[config.mk]
export PLATFORM = sky130hd
export DESIGN_NAME = hill_cipher_2x2_mod26_flat
export DESIGN_NICKNAME = d
export VERILOG_FILES = /design/src/hw/rtl/hill_pkg.sv /design/src/hw/rtl/hill_if.sv /design/src/hw/rtl/hill_ctrl.sv /design/src/hw/rtl/hill_dp.sv /design/src/hw/rtl/hill_obuf.sv /design/src/hw/rtl/hill_cipher_2x2_mod26.sv /design/src/flat_wrapper.sv
export VERILOG_INCLUDE_DIRS = /design/src /design/src/hw/rtl
export SDC_FILE = /design/constraint.sdc
export NUM_CORES = 1
export LEC_CHECK = 0
export ABC_CLOCK_PERIOD_IN_PS = 13000
export BUFFER_PORTS_ARGS = -buffer_cell sky130_fd_sc_hd__buf_2
export CORE_MARGIN = 1
export CORE_UTILIZATION = 65
export CTS_BUF_LIST = sky130_fd_sc_hd__clkbuf_4 sky130_fd_sc_hd__clkbuf_8
export DETAILED_ROUTE_END_ITERATION = 8
export GPL_ROUTABILITY_DRIVEN = 0
export MAX_ROUTING_LAYER = met4
export PLACE_DENSITY = 0.84
export SLEW_MARGIN = 20
export SYNTH_ARGS = -nofsm -noshare
export SYNTH_HDL_FRONTEND = slang
export SYNTH_SLANG_ARGS = --single-unit
[constraint.sdc]
create_clock -name clk -period 13 [get_ports clk]
set_input_delay 2.6 -clock clk [delete_from_list [all_inputs] [get_ports clk]]
set_output_delay 2.6 -clock clk [all_outputs]
set_load 0.02 [all_outputs]
[src/hw/rtl/assert_macros.svh]
// ---------------------------------------------------------------------------
// Assertion macros
// Shared shorthand for the concurrent checks on the clk / rst_n domain.
// ---------------------------------------------------------------------------
`ifndef ASSERT_MACROS_SVH
`define ASSERT_MACROS_SVH

// Checks that a condition holds at every clock edge outside of reset.
`define HILL_ASSERT(label, cond, msg) \
  label: assert property (@(posedge clk) disable iff (!rst_n) (cond)) else $error(msg);

// Checks that a consequent holds in the same cycle as its antecedent.
`define HILL_ASSERT_IMPL(label, ante, cons, msg) \
  label: assert property (@(posedge clk) disable iff (!rst_n) (ante) |-> (cons)) \
    else $error(msg);

`endif

[src/hw/rtl/hill_pkg.sv]
// ---------------------------------------------------------------------------
// Hill cipher package
// Types and constants shared by the 2x2 mod 26 Hill cipher modules.
// ---------------------------------------------------------------------------
package hill_pkg;

  localparam int LETTER_W   = 5;
  localparam int CFG_IDX_W  = 3;
  localparam int CFG_DATA_W = 5;

  localparam logic [LETTER_W-1:0] MODULUS    = 5'd26;
  localparam logic [LETTER_W-1:0] PAD_LETTER = 5'd23;

  typedef logic [LETTER_W-1:0] letter_t;

  typedef enum logic [CFG_IDX_W-1:0] {
    CFG_KEY_A   = 3'd0,
    CFG_KEY_B   = 3'd1,
    CFG_KEY_C   = 3'd2,
    CFG_KEY_D   = 3'd3,
    CFG_DECRYPT = 3'd4
  } cfg_idx_t;

  typedef struct packed {
    letter_t a;
    letter_t b;
    letter_t c;
    letter_t d;
  } key_t;

  typedef struct packed {
    letter_t letter;
    logic    fin;
    logic    err;
  } result_t;

  typedef struct packed {
    result_t r0;
    result_t r1;
  } result_pair_t;

  // One multiply-accumulate step of the datapath sequence.
  typedef enum logic [3:0] {
    OP_E_AX = 4'd0,
    OP_E_BY = 4'd1,
    OP_E_CX = 4'd2,
    OP_E_DY = 4'd3,
    OP_D_BC = 4'd4,
    OP_D_AD = 4'd5,
    OP_D_BY = 4'd6,
    OP_D_DX = 4'd7,
    OP_D_R0 = 4'd8,
    OP_D_CX = 4'd9,
    OP_D_AY = 4'd10,
    OP_D_R1 = 4'd11
  } op_t;

  typedef struct packed {
    logic hold_first;
    logic capture;
    logic pad;
    logic mul_en;
    logic red_en;
    op_t  op;
  } cmd_t;

endpackage

[src/hw/rtl/hill_if.sv]
// ---------------------------------------------------------------------------
// Hill cipher channels
// Valid/ready interfaces for the letter input and the result output.
// ---------------------------------------------------------------------------
interface hill_in_if import hill_pkg::*; ();
  logic    valid;
  logic    ready;
  letter_t letter_in;
  logic    end_of_message;

  modport source(output valid, output letter_in, output end_of_message, input ready);
  modport sink(input valid, input letter_in, input end_of_message, output ready);
endinterface

interface hill_out_if import hill_pkg::*; ();
  logic    valid;
  logic    ready;
  letter_t letter_out;
  logic    final_result;
  logic    key_error;

  modport source(output valid, output letter_out, output final_result, output key_error,
                 input ready);
  modport sink(input valid, input letter_out, input final_result, input key_error,
               output ready);
endinterface

[src/hw/rtl/hill_ctrl.sv]
// ---------------------------------------------------------------------------
// Hill cipher controller
// Pairs incoming letters and sequences the multiply and reduce steps.
// ---------------------------------------------------------------------------
module hill_ctrl import hill_pkg::*; (
  input  logic clk,
  input  logic rst_n,
  input  logic in_valid,
  input  logic in_eom,
  input  logic decrypt_mode,
  input  logic obuf_empty,
  output logic in_ready,
  output logic obuf_load,
  output cmd_t cmd
);

  typedef enum logic [3:0] {
    S_IDLE = 4'b0001,
    S_MUL  = 4'b0010,
    S_RED  = 4'b0100,
    S_LOAD = 4'b1000
  } state_t;

  localparam logic [2:0] LAST_ENC = 3'd3;
  localparam logic [2:0] LAST_DEC = 3'd7;

  state_t     state_r, state_nxt;
  logic [2:0] step_r, step_nxt;
  logic       mode_r, mode_nxt;
  logic       holding_r, holding_nxt;
  logic [2:0] last_step;

  function automatic op_t step_op(input logic mode, input logic [2:0] step);
    op_t op;
    unique case ({mode, step})
      4'b0000: op = OP_E_AX;
      4'b0001: op = OP_E_BY;
      4'b0010: op = OP_E_CX;
      4'b0011: op = OP_E_DY;
      4'b1000: op = OP_D_BC;
      4'b1001: op = OP_D_AD;
      4'b1010: op = OP_D_BY;
      4'b1011: op = OP_D_DX;
      4'b1100: op = OP_D_R0;
      4'b1101: op = OP_D_CX;
      4'b1110: op = OP_D_AY;
      4'b1111: op = OP_D_R1;
      default: op = OP_E_AX;
    endcase
    return op;
  endfunction

  assign last_step = mode_r ? LAST_DEC : LAST_ENC;

  always_comb begin
    state_nxt   = state_r;
    step_nxt    = step_r;
    mode_nxt    = mode_r;
    holding_nxt = holding_r;
    in_ready    = 1'b0;
    obuf_load   = 1'b0;
    cmd         = '0;
    cmd.op      = step_op(mode_r, step_r);
    unique case (state_r)
      S_IDLE: begin
        in_ready = 1'b1;
        if (in_valid) begin
          if (holding_r || in_eom) begin
            // The pair is complete; a lone final letter is padded.
            cmd.capture = 1'b1;
            cmd.pad     = !holding_r;
            holding_nxt = 1'b0;
            step_nxt    = '0;
            mode_nxt    = decrypt_mode;
            state_nxt   = S_MUL;
          end else begin
            cmd.hold_first = 1'b1;
            holding_nxt    = 1'b1;
          end
        end
      end
      S_MUL: begin
        cmd.mul_en = 1'b1;
        state_nxt  = S_RED;
      end
      S_RED: begin
        cmd.red_en = 1'b1;
        if (step_r == last_step) begin
          state_nxt = S_LOAD;
        end else begin
          step_nxt  = step_r + 3'd1;
          state_nxt = S_MUL;
        end
      end
      S_LOAD: begin
        if (obuf_empty) begin
          obuf_load = 1'b1;
          state_nxt = S_IDLE;
        end
      end
      default: state_nxt = S_IDLE;
    endcase
  end

  always_ff @(posedge clk) begin
    if (!rst_n) begin
      state_r   <= S_IDLE;
      step_r    <= '0;
      mode_r    <= 1'b0;
      holding_r <= 1'b0;
    end else begin
      state_r   <= state_nxt;
      step_r    <= step_nxt;
      mode_r    <= mode_nxt;
      holding_r <= holding_nxt;
    end
  end

endmodule

[src/hw/rtl/hill_dp.sv]
// ---------------------------------------------------------------------------
// Hill cipher datapath
// Shared multiply-accumulate unit with a mod 26 reduction stage.
// ---------------------------------------------------------------------------
module hill_dp import hill_pkg::*; (
  input  logic         clk,
  input  letter_t      in_letter,
  input  logic         in_eom,
  input  key_t         key,
  input  cmd_t         cmd,
  output result_pair_t res
);

  letter_t    held_r, x_r, y_r;
  letter_t    t_r, u_r, r0_r, r1_r, inv_r;
  logic       fin_r, err_r;
  logic [9:0] prod_r;
  letter_t    sadd_r;

  letter_t    ka, kb, kc, kd, in_red;
  letter_t    op_p, op_q, op_s;
  letter_t    red_val, inv_val;

  function automatic letter_t red_letter(input letter_t v);
    return (v >= MODULUS) ? v - MODULUS : v;
  endfunction

  function automatic letter_t neg_mod(input letter_t v);
    return (v == '0) ? '0 : MODULUS - v;
  endfunction

  // Reciprocal estimate of v / 26, at most one short, then one correction.
  function automatic letter_t mod26(input logic [9:0] v);
    logic [17:0] est;
    logic [4:0]  quo;
    logic [9:0]  rem;
    est = {8'd0, v} * 18'd315;
    quo = est[17:13];
    rem = v - ({5'd0, quo} * 10'd26);
    if (rem >= {5'd0, MODULUS}) begin
      rem = rem - {5'd0, MODULUS};
    end
    return rem[4:0];
  endfunction

  function automatic letter_t inv_tab(input letter_t v);
    letter_t r;
    case (v)
      5'd1:    r = 5'd1;
      5'd3:    r = 5'd9;
      5'd5:    r = 5'd21;
      5'd7:    r = 5'd15;
      5'd9:    r = 5'd3;
      5'd11:   r = 5'd19;
      5'd15:   r = 5'd7;
      5'd17:   r = 5'd23;
      5'd19:   r = 5'd11;
      5'd21:   r = 5'd5;
      5'd23:   r = 5'd17;
      5'd25:   r = 5'd25;
      default: r = 5'd0;
    endcase
    return r;
  endfunction

  assign ka     = red_letter(key.a);
  assign kb     = red_letter(key.b);
  assign kc     = red_letter(key.c);
  assign kd     = red_letter(key.d);
  assign in_red = red_letter(in_letter);

  always_comb begin
    op_p = '0;
    op_q = '0;
    op_s = '0;
    unique case (cmd.op)
      OP_E_AX: begin op_p = ka;    op_q = x_r;  op_s = '0;           end
      OP_E_BY: begin op_p = kb;    op_q = y_r;  op_s = t_r;          end
      OP_E_CX: begin op_p = kc;    op_q = x_r;  op_s = '0;           end
      OP_E_DY: begin op_p = kd;    op_q = y_r;  op_s = t_r;          end
      OP_D_BC: begin op_p = kb;    op_q = kc;   op_s = '0;           end
      OP_D_AD: begin op_p = ka;    op_q = kd;   op_s = neg_mod(t_r); end
      OP_D_BY: begin op_p = kb;    op_q = y_r;  op_s = '0;           end
      OP_D_DX: begin op_p = kd;    op_q = x_r;  op_s = neg_mod(t_r); end
      OP_D_R0: begin op_p = inv_r; op_q = u_r;  op_s = '0;           end
      OP_D_CX: begin op_p = kc;    op_q = x_r;  op_s = '0;           end
      OP_D_AY: begin op_p = ka;    op_q = y_r;  op_s = neg_mod(t_r); end
      OP_D_R1: begin op_p = inv_r; op_q = u_r;  op_s = '0;           end
      default: begin op_p = '0;    op_q = '0;   op_s = '0;           end
    endcase
  end

  assign red_val = mod26(prod_r + {5'd0, sadd_r});
  assign inv_val = inv_tab(red_val);

  always_ff @(posedge clk) begin
    if (cmd.hold_first) begin
      held_r <= in_red;
    end
    if (cmd.capture) begin
      x_r   <= cmd.pad ? in_red : held_r;
      y_r   <= cmd.pad ? PAD_LETTER : in_red;
      fin_r <= in_eom;
      err_r <= 1'b0;
    end
    if (cmd.mul_en) begin
      prod_r <= {5'd0, op_p} * {5'd0, op_q};
      sadd_r <= op_s;
    end
    if (cmd.red_en) begin
      case (cmd.op) inside
        OP_E_AX, OP_E_CX, OP_D_BC, OP_D_BY, OP_D_CX: t_r <= red_val;
        OP_E_BY, OP_D_R0: r0_r <= red_val;
        OP_E_DY, OP_D_R1: r1_r <= red_val;
        OP_D_DX, OP_D_AY: u_r <= red_val;
        OP_D_AD: begin
          inv_r <= inv_val;
          err_r <= (inv_val == '0);
        end
        default: ;
      endcase
    end
  end

  // A singular decrypt key forces both letters to zero.
  assign res.r0.letter = err_r ? '0 : r0_r;
  assign res.r0.fin    = 1'b0;
  assign res.r0.err    = err_r;
  assign res.r1.letter = err_r ? '0 : r1_r;
  assign res.r1.fin    = fin_r;
  assign res.r1.err    = err_r;

endmodule

[src/hw/rtl/hill_obuf.sv]
// ---------------------------------------------------------------------------
// Hill cipher output buffer
// Two-entry buffer that holds a result pair and drains it one word at a time.
// ---------------------------------------------------------------------------
module hill_obuf import hill_pkg::*; (
  input  logic         clk,
  input  logic         rst_n,
  input  logic         load,
  input  result_pair_t din,
  input  logic         out_ready,
  output logic         out_valid,
  output result_t      head,
  output logic         empty
);

  logic [1:0] count_r;
  result_t    e0_r, e1_r;
  logic       pop;

  assign out_valid = (count_r != 2'd0);
  assign empty     = (count_r == 2'd0);
  assign pop       = out_valid && out_ready;
  assign head      = e0_r;

  always_ff @(posedge clk) begin
    if (!rst_n) begin
      count_r <= 2'd0;
    end else if (load) begin
      count_r <= 2'd2;
    end else if (pop) begin
      count_r <= count_r - 2'd1;
    end
  end

  always_ff @(posedge clk) begin
    if (load) begin
      e0_r <= din.r0;
      e1_r <= din.r1;
    end else if (pop) begin
      e0_r <= e1_r;
    end
  end

endmodule

[src/hw/rtl/hill_cipher_2x2_mod26.sv]
// ---------------------------------------------------------------------------
// Hill cipher 2x2 mod 26, top level
// A first letter is only held. A completing letter blocks input while the shared
// multiply/reduce unit works on the pair and until the pair is loaded into the output
// buffer, so a new pair is not taken before the previous one is finished; loading waits
// while the output buffer still holds words from the previous pair.
// Synchronous active-low reset restores the identity key, encrypt mode, no held letter.
// ---------------------------------------------------------------------------
`include "assert_macros.svh"

module hill_cipher_2x2_mod26 import hill_pkg::*; (
  input  logic                  clk,
  input  logic                  rst_n,
  hill_in_if.sink               in_ch,
  hill_out_if.source            out_ch,
  input  logic                  cfg_we,
  input  logic [CFG_IDX_W-1:0]  cfg_index,
  input  logic [CFG_DATA_W-1:0] cfg_wdata
);

  // Letters arrive one word at a time and are collected into pairs. The
  // first letter of a pair is simply held. When the second letter arrives,
  // or a final letter arrives alone and is padded with X, the controller runs
  // the datapath through a short sequence of multiply-accumulate steps: four
  // in encrypt mode, eight in decrypt mode, where the determinant and its
  // inverse are formed first. Each step passes through the multiplier and
  // then the mod 26 reduction.
  //
  // The finished pair is moved into a two-word output buffer, so the next
  // letter can be accepted while the previous results still drain. The
  // controller only waits before loading if the buffer still holds words.

  key_t         key_r;
  logic         dec_r;
  cmd_t         cmd;
  logic         obuf_load;
  logic         obuf_empty;
  result_pair_t res_pair;
  result_t      head;

  // Configuration registers; writes to unknown indexes are dropped.
  always_ff @(posedge clk) begin
    if (!rst_n) begin
      key_r.a <= 5'd1;
      key_r.b <= 5'd0;
      key_r.c <= 5'd0;
      key_r.d <= 5'd1;
      dec_r   <= 1'b0;
    end else if (cfg_we) begin
      unique case (cfg_idx_t'(cfg_index))
        CFG_KEY_A:   key_r.a <= cfg_wdata;
        CFG_KEY_B:   key_r.b <= cfg_wdata;
        CFG_KEY_C:   key_r.c <= cfg_wdata;
        CFG_KEY_D:   key_r.d <= cfg_wdata;
        CFG_DECRYPT: dec_r   <= cfg_wdata[0];
        default: ;
      endcase
    end
  end

  hill_ctrl u_ctrl (
    .clk          (clk),
    .rst_n        (rst_n),
    .in_valid     (in_ch.valid),
    .in_eom       (in_ch.end_of_message),
    .decrypt_mode (dec_r),
    .obuf_empty   (obuf_empty),
    .in_ready     (in_ch.ready),
    .obuf_load    (obuf_load),
    .cmd          (cmd)
  );

  hill_dp u_dp (
    .clk       (clk),
    .in_letter (in_ch.letter_in),
    .in_eom    (in_ch.end_of_message),
    .key       (key_r),
    .cmd       (cmd),
    .res       (res_pair)
  );

  hill_obuf u_obuf (
    .clk       (clk),
    .rst_n     (rst_n),
    .load      (obuf_load),
    .din       (res_pair),
    .out_ready (out_ch.ready),
    .out_valid (out_ch.valid),
    .head      (head),
    .empty     (obuf_empty)
  );

  assign out_ch.letter_out   = head.letter;
  assign out_ch.final_result = head.fin;
  assign out_ch.key_error    = head.err;

  // The buffer is only refilled once both words of the last pair are gone.
  `HILL_ASSERT_IMPL(a_load_when_empty, obuf_load, obuf_empty, "output buffer overwritten")

  // Every offered word is a reduced letter.
  `HILL_ASSERT_IMPL(a_letter_range, out_ch.valid, out_ch.letter_out < MODULUS, "bad letter")

  // A key error always comes with letter zero.
  `HILL_ASSERT_IMPL(a_err_letter, out_ch.valid && out_ch.key_error, out_ch.letter_out == '0, "err")

endmodule
[src/flat_wrapper.sv]
// flat-port wrapper written by rule: the top's interface ports become plain ports
module hill_cipher_2x2_mod26_flat import hill_pkg::*;
  (clk, rst_n, cfg_we, cfg_index, cfg_wdata, in_ch_valid, in_ch_letter_in, in_ch_end_of_message, in_ch_ready, out_ch_valid, out_ch_letter_out, out_ch_final_result, out_ch_key_error, out_ch_ready);
  hill_in_if in_ch_i ();
  hill_out_if out_ch_i ();
  input  logic clk;
  input  logic rst_n;
  input  logic cfg_we;
  input  logic [CFG_IDX_W-1:0] cfg_index;
  input  logic [CFG_DATA_W-1:0] cfg_wdata;
  input wire logic [$bits(in_ch_i.valid)-1:0] in_ch_valid;
  input wire logic [$bits(in_ch_i.letter_in)-1:0] in_ch_letter_in;
  input wire logic [$bits(in_ch_i.end_of_message)-1:0] in_ch_end_of_message;
  output wire logic [$bits(in_ch_i.ready)-1:0] in_ch_ready;
  output wire logic [$bits(out_ch_i.valid)-1:0] out_ch_valid;
  output wire logic [$bits(out_ch_i.letter_out)-1:0] out_ch_letter_out;
  output wire logic [$bits(out_ch_i.final_result)-1:0] out_ch_final_result;
  output wire logic [$bits(out_ch_i.key_error)-1:0] out_ch_key_error;
  input wire logic [$bits(out_ch_i.ready)-1:0] out_ch_ready;
  assign in_ch_i.valid = in_ch_valid;
  assign in_ch_i.letter_in = in_ch_letter_in;
  assign in_ch_i.end_of_message = in_ch_end_of_message;
  assign in_ch_ready = in_ch_i.ready;
  assign out_ch_valid = out_ch_i.valid;
  assign out_ch_letter_out = out_ch_i.letter_out;
  assign out_ch_final_result = out_ch_i.final_result;
  assign out_ch_key_error = out_ch_i.key_error;
  assign out_ch_i.ready = out_ch_ready;
  hill_cipher_2x2_mod26 u_core (.clk(clk), .rst_n(rst_n), .in_ch(in_ch_i), .out_ch(out_ch_i), .cfg_we(cfg_we), .cfg_index(cfg_index), .cfg_wdata(cfg_wdata));
endmodule
==> flow_metrics.tcl, run 1 <==
set metrics [dict create \
    layout-drive-gt1-share_pct 7.86 \
    cp_slowest_stage_delay_ps 730 \
    portBuffers 27 \
    wl_met2_um 8760 \
    drv_slew 0 \
    cts_max_level 3 \
    setup_viol 0 \
    hold_path.class "flop to flop" \
    hold_viol_final 0 \
    rsz0062_at_grt "false" \
    worst-path-max-fanout 13 \
    r2r_start "u_core.u_dp.prod_r[0]" \
    start_util_pct 67.4 \
    critPathKind "flop to flop" \
    fin_skew_ps 25.6 \
    grt.total_usage_pct 28.8 \
    nets 1030 \
    drt-met1-wl_um 6770 \
    synth_area_per_cell_um2 9.66 \
    grt_max_degree 31 \
    io_pins 28 \
    whs_endpoint "u_core.u_obuf.e1_r[1]" \
    ctsHoldBuffers 0 \
    pwr-share-comb_pct 69.4 \
    n_fill_cell 890 \
    wl_um 16600 \
    powerDensity_mw_per_mm2 248 \
    clock_latency_ps 400 \
    antenna_found_initial 0 \
    ys_seq_elements 103 \
    path_delay_family "adder cells" \
    critPathBufInv 4 \
    drt_iter0_drc 417 \
    syn_area_mm2 0.00819 \
    dieArea_mm2 0.0131 \
    timing.rr.end "u_core.u_dp.inv_r[4]" \
    reg2reg_slack_ps 2500 \
    root_buffer "clkbuf_8" \
    grt_pass1_wl_um 28400 \
    dp_hpwl_um 13300 \
    dr.pass1.iters 5 \
    fmax_mhz 95.3 \
    cts_setup_buffers 0 \
    yosys_most_used_dff "edfxtp_1" \
    crit_arrival_ps 10730 \
    die_x_um 114 \
    hold-path-cell-count 0 \
    worst_pin_slew_ps 1080 \
    clock_path_buffers 2 \
    synth.yosys.seq_area_share_pct 33.6 \
    drc 0 \
    clkPwrFrac_pct 9.5 \
    area_delta_synth_final_pct 6.38 \
    cts_buffers 9 \
    regArea_mm2 0.00275 \
    wl_met3_um 635 \
    setup_tns_ps 0 \
    critPathSlowestCell "xnor2_1" \
    synth_fp_nets 1005 \
    ff2ff_path_depth 41 \
    start_kind "flop" \
    layout_min_cycle_time_ps 10500 \
    worstHoldStart "u_core.u_dp.fin_r" \
    clock_sinks 103 \
    cap_violations 0 \
    switchingPower_mw 1.04 \
    via_count 6056 \
    top_layer "met4" \
    num_rows 40 \
    fin_crit_sh_pct 80.7 \
    internal-power_mw 1.12 \
    worst_ir_drop_vdd_mv 0.210 \
    outcome "complete, no violations" \
    post_drt_via_cell_ratio 5.79 \
    grt_pass1_vias 6270 \
    p_leak_nw 3.84 \
    n_antenna_cell 0 \
    synth_warnings 0 \
    pwr-share-seq_pct 21.1 \
    coreArea_mm2 0.0122 \
    final_cell_mix "inv_1, ha_1, nand2_1" \
    syn_inst 848 \
    multi_input_area_mm2 0.00486 \
    max-slew-margin-rel_pct 27.3 \
    synth_edf_count 69 \
    ys_async_sr_fraction_pct 0 \
    crit_required_ps 13230 \
    ys_types 68 \
    grt-ovfl-total 0 \
    wl_per_cell_um 15.9 \
    p_sw_share_pct 48.0 \
    cts_tree "built" \
    die_h_um 114 \
    final_common_cell "inv_1" \
    holdWs_ps 491 \
    ant_nets 0 \
    endpoint_kind "flop" \
    path_clk_slew_ps 120 \
    cts_resized 0 \
]
==> worst reg2reg max path: cells and delay by family (launching register included) <==
family	cells	cell delay (ps)
flip-flops	1	350
AO/OA/AOI/OAI	14	2590
adder cells (fa/ha/maj)	10	4030
XOR/XNOR	4	1150
buffers and inverters	4	220
multiplexers	1	570
AND/OR/NAND/NOR	8	1430
==> worst max path at each step <==
stage / start / to / cells after the start
final: u_core.u_dp.prod_r[0] / u_core.u_dp.inv_r[4] / 41
after floorplan: u_core.u_dp.prod_r[0] / u_core.u_dp.inv_r[4] / 39
after detailed placement: u_core.u_dp.prod_r[4] / u_core.u_dp.inv_r[4] / 38
after CTS: u_core.u_dp.prod_r[4] / u_core.u_dp.inv_r[4] / 38
after global placement: u_core.u_dp.prod_r[4] / u_core.u_dp.inv_r[4] / 38
after global routing: u_core.u_dp.prod_r[0] / u_core.u_dp.inv_r[4] / 41
==> power groups by stage <==
| stage | clock [mW] | sequential [mW] | combinational [mW] |
|---|---|---|---|
| after floorplan | 0 | 0.463 | 1.18 |
| after global placement | 0 | 0.462 | 1.39 |
| after detailed placement | 0 | 0.463 | 1.46 |
| after CTS | 0.209 | 0.456 | 1.48 |
| after global routing | 0.219 | 0.458 | 1.65 |
| final | 0.204 | 0.456 | 1.50 |
==> cell usage after synthesis (2+ instances only) <==
cell / instances / area, um2
a21oi_1: 43 / 215
dfxtp_1: 34 / 681
a22o_1: 6 / 52.6
o221ai_1: 2 / 17.5
inv_1: 139 / 522
ha_1: 99 / 1240
nor2b_1: 38 / 238
nor2_1: 49 / 184
a31oi_1: 4 / 25.0
mux2i_1: 21 / 210
xnor2_1: 29 / 254
o221a_2: 2 / 22.5
clkbuf_1: 13 / 48.8
nand2b_1: 8 / 50.1
o2111ai_1: 2 / 17.5
xnor2_2: 3 / 48.8
nand4_1: 2 / 12.5
nor3_1: 10 / 50.1
fa_1: 39 / 781
a211oi_1: 6 / 45.0
o22ai_1: 8 / 50.1
o21ai_0: 42 / 210
a221o_1: 3 / 30.0
xor2_1: 14 / 123
o211ai_1: 4 / 30.0
nand4b_1: 2 / 17.5
nand2_1: 73 / 274
a21o_1: 6 / 45.0
nand3_1: 12 / 60.1
o21bai_1: 5 / 37.5
or3_1: 2 / 12.5
o211a_1: 2 / 20.0
a221oi_2: 2 / 30.0
o31ai_1: 3 / 22.5
nor4b_1: 4 / 35.0
and3_1: 6 / 37.5
a21boi_0: 3 / 22.5
edfxtp_1: 69 / 2070
and2_1: 7 / 43.8
o21a_1: 4 / 30.0
==> kinds of logic after synthesis <==
logic type                 after synthesis  share of synthesized area, %
and+or+nand+nor                        220                          13.2
AOI/OAI and AO/OA                      162                          13.1
buffers and inverters                  155                          7.21
adders and majority gates              139                          24.8
DFF                                    103                          33.6
xor gates and xnor gates                46                          5.19
muxes                                   23                          2.92
==> sequential cells by signal, summed over array words and instances, names as in the netlist, 4 cells and up <==
register               cells
u_core.u_dp.r0_r           5
u_core.u_dp.held_r         5
u_core.u_dp.u_r            5
u_core.u_obuf.e1_r         7
u_core.key_r              20
u_core.u_dp.prod_r        10
u_core.u_dp.x_r            5
u_core.u_dp.t_r            5
u_core.u_dp.inv_r          5
u_core.u_obuf.head         7
u_core.u_dp.sadd_r         5
u_core.u_dp.r1_r           5
u_core.u_ctrl.state_r      4
u_core.u_dp.y_r            5
==> metal layers <==
| metal | vias to the layer above | track usage, % |
|---|---|---|
| met4 | 0 | 10.9 |
| met1 | 2919 | 31.7 |
| met3 | 39 | 5.03 |
| met5 | - | - |
| li1 | 2938 | - |
| met2 | 160 | 52.0 |
==> stage by stage <==
stage          utilization (%)  area, um2  total power, mW  worst slack (ps)  instances
4_1_cts                   71.6       8710             2.15              2350       1046
3_5_place_dp              69.8       8490             1.93              2510       1030
2_1_floorplan                -       8190             1.64              3660        848
3_3_place_gp              69.8       8490             1.85              2970       1030
5_1_grt                   71.7       8710             2.33              1750       1046
6_report                  71.7       8710             2.16              2500       1046
==> cell type report <==
type | instances | area share, %
Inverter | 140 | 6.04
Clock buffer | 9 | 1.42
Multi-Input combinational cell | 590 | 55.8
Timing Repair Buffer | 29 | 1.72
Tap cell | 168 | 2.41
Sequential cell | 103 | 31.6
Clock inverter | 7 | 1.02
Power figures use the tool's default switching activity.
==> run 2: changes to the inputs <==
--- a/config.mk
+++ b/config.mk
@@ -6,7 +6,8 @@
 export SDC_FILE = /design/constraint.sdc
 export NUM_CORES = 1
 export LEC_CHECK = 0
-export ABC_CLOCK_PERIOD_IN_PS = 13000
+export ABC_AREA = 1
+export ABC_CLOCK_PERIOD_IN_PS = 9880
 export BUFFER_PORTS_ARGS = -buffer_cell sky130_fd_sc_hd__buf_2
 export CORE_MARGIN = 1
 export CORE_UTILIZATION = 65
==> constraint.sdc (replaced) <==
create_clock -name clk -period 9.88 [get_ports clk]
set_input_delay 1.976 -clock clk [delete_from_list [all_inputs] [get_ports clk]]
set_output_delay 1.976 -clock clk [all_outputs]
set_load 0.02 [all_outputs]
==> flow_metrics.tcl, run 2 <==
set metrics [dict create \
    die_x_um 115 \
    coreArea_mm2 0.0126 \
    worst-path-max-fanout 8 \
    wl_um 16500 \
    rsz0062_at_grt "false" \
    crit_top_cell "inv_1" \
    n_fill_cell 993 \
    syn_area_mm2 0.00835 \
    endpoint_kind "flop" \
    grt.total_usage_pct 27.3 \
    via_count 6442 \
    grt_busiest_layer "met2" \
    synth_edf_count 69 \
    wl_per_cell_um 13.7 \
    layout-drive-gt1-share_pct 9.25 \
    ys_types 46 \
    synth.yosys.seq_area_share_pct 33.0 \
    synth_warnings 0 \
    use_met2_pct 48.5 \
    synth-compound-area-share_pct 10.4 \
    critPathKind "flop to flop" \
    cts_max_level 3 \
    grt_max_degree 27 \
    largest_reg_flops 20 \
    utilization_pct 70.9 \
    yosys.cell_count.top_type "inv_1" \
    clock_latency_ps 380 \
    syn_inst 987 \
    cts_tree "built" \
    largest-register "u_core.key_r" \
    reg2reg_slack_ps 760 \
    num_rows 41 \
    area_delta_synth_final_pct 6.76 \
    io_pins 28 \
    drt_iter0_drc 289 \
    fin_crit_sh_pct 92.3 \
    dr.pass1.iters 6 \
    final_cell_mix "inv_1, nand2_1, ha_1" \
    yosys.area_share.simple_pct 18.1 \
    cap_violations 0 \
    synth_top_area_share_pct 24.8 \
    yosysTopAreaCell "edfxtp_1" \
    path_clk_slew_ps 100 \
    post_drt_via_cell_ratio 5.37 \
    setup_tns_ps 0 \
    layout_min_cycle_time_ps 9120 \
    drv_slew 0 \
    worst_ir_drop_vdd_mv 0.294 \
    grt-ovfl-total 0 \
    root_buffer "clkbuf_8" \
    max-slew-margin-rel_pct 28.3 \
    synth_fp_nets 1144 \
    final_common_cell "inv_1" \
    hold_path.class "flop to flop" \
    dp_hpwl_um 13500 \
    die_h_um 115 \
    powerDensity_mw_per_mm2 294 \
    ant_nets 0 \
    fmax_mhz 110 \
    cts_buffers 9 \
    cp_slowest_stage_delay_ps 540 \
    yosys-top-cells-area "edfxtp_1, ha_1, inv_1" \
    p_leak_nw 4.45 \
    synth.area.mux_share_pct 0.270 \
    grt_pass1_wl_um 27500 \
    fin_skew_ps 15.5 \
    ctsHoldBuffers 0 \
    synth-xor-area-share_pct 3.45 \
    nets 1179 \
    worst_pin_slew_ps 1070 \
    synth_fa_ha_area_share_pct 24.2 \
    hold_viol_final 0 \
    outcome "complete, no violations" \
    met3_usage_pct 3.53 \
    cts_setup_buffers 0 \
    antenna_found_initial 0 \
    yosys_most_used_dff "edfxtp_1" \
    n_antenna_cell 0 \
    start_kind "flop" \
    synth_top_family_by_area "adder cells" \
    grt_pass1_vias 6349 \
    portBuffers 27 \
    start_util_pct 66.4 \
    crit_arrival_ps 9250 \
    synth_area_per_cell_um2 8.46 \
    ys_top_cells_by_count "inv_1, nand2_1, ha_1" \
    critPathSlowestCell "fa_1" \
    setup_viol 0 \
    dieArea_mm2 0.0133 \
    drc 0 \
    largest_registers "u_core.key_r (20), u_core.u_dp.prod_r (10)" \
    crit_required_ps 10010 \
    clock_path_buffers 2 \
    use_met1_pct 30.8 \
    clock_sinks 103 \
    ys_seq_elements 103 \
    ys_async_sr_fraction_pct 0 \
]
==> run 2: cell count changes in the layout (fill, tap and decap cells not counted), sizes merged, moves of 24 or more <==
| cell | before | now |
|---|---|---|
| nand2 | 74 | 164 |
| inv | 143 | 230 |
| nand3 | 12 | 66 |
| nor2b | 38 | 0 |
| xnor2 | 32 | 6 |
| nor2 | 49 | 73 |
==> run 2: final timing paths <==
kind,startpoint,end,cells after the start
worst max register to register,u_core.u_dp.prod_r[0],u_core.u_dp.inv_r[4],43
worst min-delay path,u_core.u_dp.fin_r,u_core.u_obuf.e1_r[1],0
worst min register to register,u_core.u_dp.fin_r,u_core.u_obuf.e1_r[1],0
worst max-delay path,u_core.u_dp.prod_r[0],u_core.u_dp.inv_r[4],43
==> run 2: cell families after synthesis <==
| logic type | after synthesis |
|---|---|
| compound gates | 151 |
| xor+xnor | 32 |
| fa+ha+maj | 138 |
| buf+inv | 236 |
| flops | 103 |
| mux | 2 |
| simple gates | 325 |
==> run 2: stage by stage <==
| stage | total power [mW] | setup WS [ps] | std cells | hold WS [ps] | instance area, um2 |
|---|---|---|---|---|---|
| 4_1_cts | 2.62 | 682 | 1199 | 461 | 8900 |
| 5_1_grt | 2.87 | 98.8 | 1199 | 487 | 8910 |
| 3_5_place_dp | 2.33 | 710 | 1183 | 435 | 8690 |
| 2_1_floorplan | 1.99 | 1550 | 987 | 400 | 8350 |
| 3_3_place_gp | 2.27 | 1040 | 1183 | 443 | 8690 |
| 6_report | 2.62 | 763 | 1199 | 465 | 8910 |
==> run 2: critical path: cells and delay by family, from the launching register on <==
family | cells | cell delay (ps)
buffers and inverters | 7 | 550
adders and majority gates | 11 | 4290
and+or+nand+nor | 14 | 1460
xor gates and xnor gates | 3 | 770
DFF | 1 | 350
AOI/OAI and AO/OA | 8 | 1420
==> run 2: final cells by class <==
class / count / area [um2] / share of cell area, %
Inverter: 232 / 871 / 9.77
Multi-Input combinational cell: 648 / 4720 / 52.9
Clock inverter: 7 / 90.1 / 1.01
Clock buffer: 9 / 124 / 1.39
Timing Repair Buffer: 28 / 143 / 1.60
Sequential cell: 103 / 2750 / 30.9
Tap cell: 172 / 215 / 2.42
==> run 2: metal layers <==
metal,routed length [um],vias to the layer above
li1,-,3263
met2,8320,167
met1,6900,2963
met5,0,-
met4,620,0
met3,622,49
==> run 2: power by group <==
group          switching (mW)  leakage (nW)  internal, mW
sequential            0.00873         0.913         0.578
clock                   0.154         0.106         0.123
combinational            1.17          3.43         0.592
==> run 2: what timing repair did <==
item	CTS	global route
endpoints found under the hold margin	0	0
endpoints found under the setup margin	0	1
resized for setup	0	1
==> run 3: changes to the inputs <==
--- a/config.mk
+++ b/config.mk
@@ -8,11 +8,11 @@
 export LEC_CHECK = 0
 export ABC_AREA = 1
 export ABC_CLOCK_PERIOD_IN_PS = 9880
-export BUFFER_PORTS_ARGS = -buffer_cell sky130_fd_sc_hd__buf_2
 export CORE_MARGIN = 1
-export CORE_UTILIZATION = 65
+export CORE_UTILIZATION = 67
 export CTS_BUF_LIST = sky130_fd_sc_hd__clkbuf_4 sky130_fd_sc_hd__clkbuf_8
 export DETAILED_ROUTE_END_ITERATION = 8
+export DONT_BUFFER_PORTS = 1
 export GPL_ROUTABILITY_DRIVEN = 0
 export MAX_ROUTING_LAYER = met4
 export PLACE_DENSITY = 0.84
==> flow_metrics.tcl, run 3 (same netlist as run 2, synthesis figures left out) <==
set metrics [dict create \
    outcome "complete, no violations" \
    via_count 6356 \
    crit_arrival_ps 9250 \
    drc 0 \
    p_total_mw 2.62 \
    layout-drive-gt1-share_pct 6.80 \
    clock_latency_ps 390 \
    rsz0062_at_grt "false" \
    critPathKind "flop to flop" \
    coreArea_mm2 0.0121 \
    dr.pass1.iters 5 \
    final_common_cell "inv_1" \
    setup_tns_ps 0 \
    clock_path_buffers 2 \
    cts_max_level 3 \
    clock_sinks 103 \
    path_clk_slew_ps 110 \
    drt_iter0_drc 423 \
    r2r_start "u_core.u_dp.prod_r[0]" \
    reg2reg_slack_ps 780 \
    cts_setup_buffers 0 \
    ff2ff_path_depth 45 \
    worst-path-max-fanout 8 \
    hold_viol_final 0 \
    n_antenna_cell 0 \
    post_drt_via_cell_ratio 5.44 \
    utilization_pct 72.7 \
    grt_pass1_vias 6296 \
    fin_skew_ps 17.3 \
    fin_crit_sh_pct 92.1 \
    worst_pin_slew_ps 1040 \
    p_leak_nw 4.35 \
    cp_slowest_stage_delay_ps 560 \
    max-slew-margin-rel_pct 30.5 \
    grt.total_usage_pct 28.9 \
    critPathLaunch "u_core.u_dp.prod_r[0]" \
    largest-register "u_core.key_r" \
    worst_ir_drop_vdd_mv 0.200 \
    largest_registers "u_core.key_r (20), u_core.u_dp.prod_r (10)" \
    layout_min_cycle_time_ps 9100 \
    die_x_um 114 \
    area_delta_synth_final_pct 4.99 \
    crit_top_cell "inv_1" \
    powerDensity_mw_per_mm2 299 \
    fmax_mhz 110 \
    ctsHoldBuffers 0 \
    cts_buffers 9 \
    largest_reg_flops 20 \
    crit_required_ps 10030 \
    die_h_um 114 \
    grt_pass1_wl_um 28500 \
    drv_slew 0 \
    wl_per_cell_um 14.2 \
    antenna_found_initial 0 \
    cts_tree "built" \
    setup_viol 0 \
    wl_um 16600 \
    nets 1152 \
    timing.rr.end "u_core.u_dp.inv_r[1]" \
    grt_max_degree 27 \
    root_buffer "clkbuf_8" \
    start_kind "flop" \
    critPathSlowestCell "fa_1" \
    final_cell_mix "inv_1, nand2_1, ha_1" \
    endpoint "u_core.u_dp.inv_r[1]" \
    num_rows 40 \
    io_pins 28 \
    portBuffers 0 \
    start_util_pct 69.2 \
    ant_nets 0 \
    cap_violations 0 \
    endpoint_kind "flop" \
    hold_path.class "flop to flop" \
    grt-ovfl-total 0 \
    dp_hpwl_um 13600 \
    dieArea_mm2 0.0129 \
]
run 3: cell count changes in the layout (fill, tap and decap cells not counted), sizes merged:
| cell | before | now |
|---|---|---|
| clkinvlp | 1 | 0 |
| clkinv | 7 | 6 |
| inv | 230 | 231 |
| clkbuf | 9 | 10 |
| buf | 28 | 1 |
run 3: repair_timing:
action                     CTS  global route
resized for setup            0             1
hold endpoints to repair     0             0
setup endpoints to repair    0             5
run 3: worst min path at each step:
stage	end	slack [ps]	cells after the start	startpoint
4_1_cts	u_core.u_obuf.e1_r[1]	460	0	u_core.u_dp.fin_r
3_5_place_dp	u_core.u_obuf.e1_r[1]	430	0	u_core.u_dp.fin_r
6_report	u_core.u_obuf.e1_r[1]	460	0	u_core.u_dp.fin_r
5_1_grt	u_core.u_obuf.e1_r[1]	460	0	u_core.u_dp.fin_r
2_1_floorplan	u_core.u_obuf.e1_r[1]	400	0	u_core.u_dp.fin_r
3_3_place_gp	u_core.u_obuf.e1_r[1]	440	0	u_core.u_dp.fin_r
run 3: layout make-up:
class	instances	area (um2)
clock buffer	10	131
clock inverter	6	75.1
fill	909	3300
inverter	232	871
multi-input combinational	648	4720
sequential	103	2750
tap	168	210
timing repair buffer	1	7.51
run 3: layer usage:
metal	up-vias	wire length (um)	global-route usage [%]	share of wire (%)
li1	3211	-	-	-
met1	2946	7120	34.1	43
met2	165	8380	50.5	51
met3	34	640	4.20	3.9
met4	0	412	9.91	2.5
met5	-	0	-	0
run 3: worst max-delay path: cells and delay by family (launching register included):
family                     cells  cell delay, ps
adders and majority gates     11            4280
and+or+nand+nor               16            1610
xor gates and xnor gates       3             770
buffers and inverters          9             670
DFF                            1             340
AOI/OAI and AO/OA              6            1180
run 3: power by group:
part           internal [mW]  switching (mW)
sequential             0.578          0.0140
clock                  0.125           0.154
combinational          0.585            1.16
run 3: stage by stage:
step	setup WS, ps	instance area [um2]	hold WS (ps)	std cells
CTS	541	8760	457	1168
global placement	853	8550	436	1152
finish	782	8760	460	1168
detailed placement	547	8550	432	1152
global route	85.4	8760	463	1168
floorplan	1550	8350	400	987
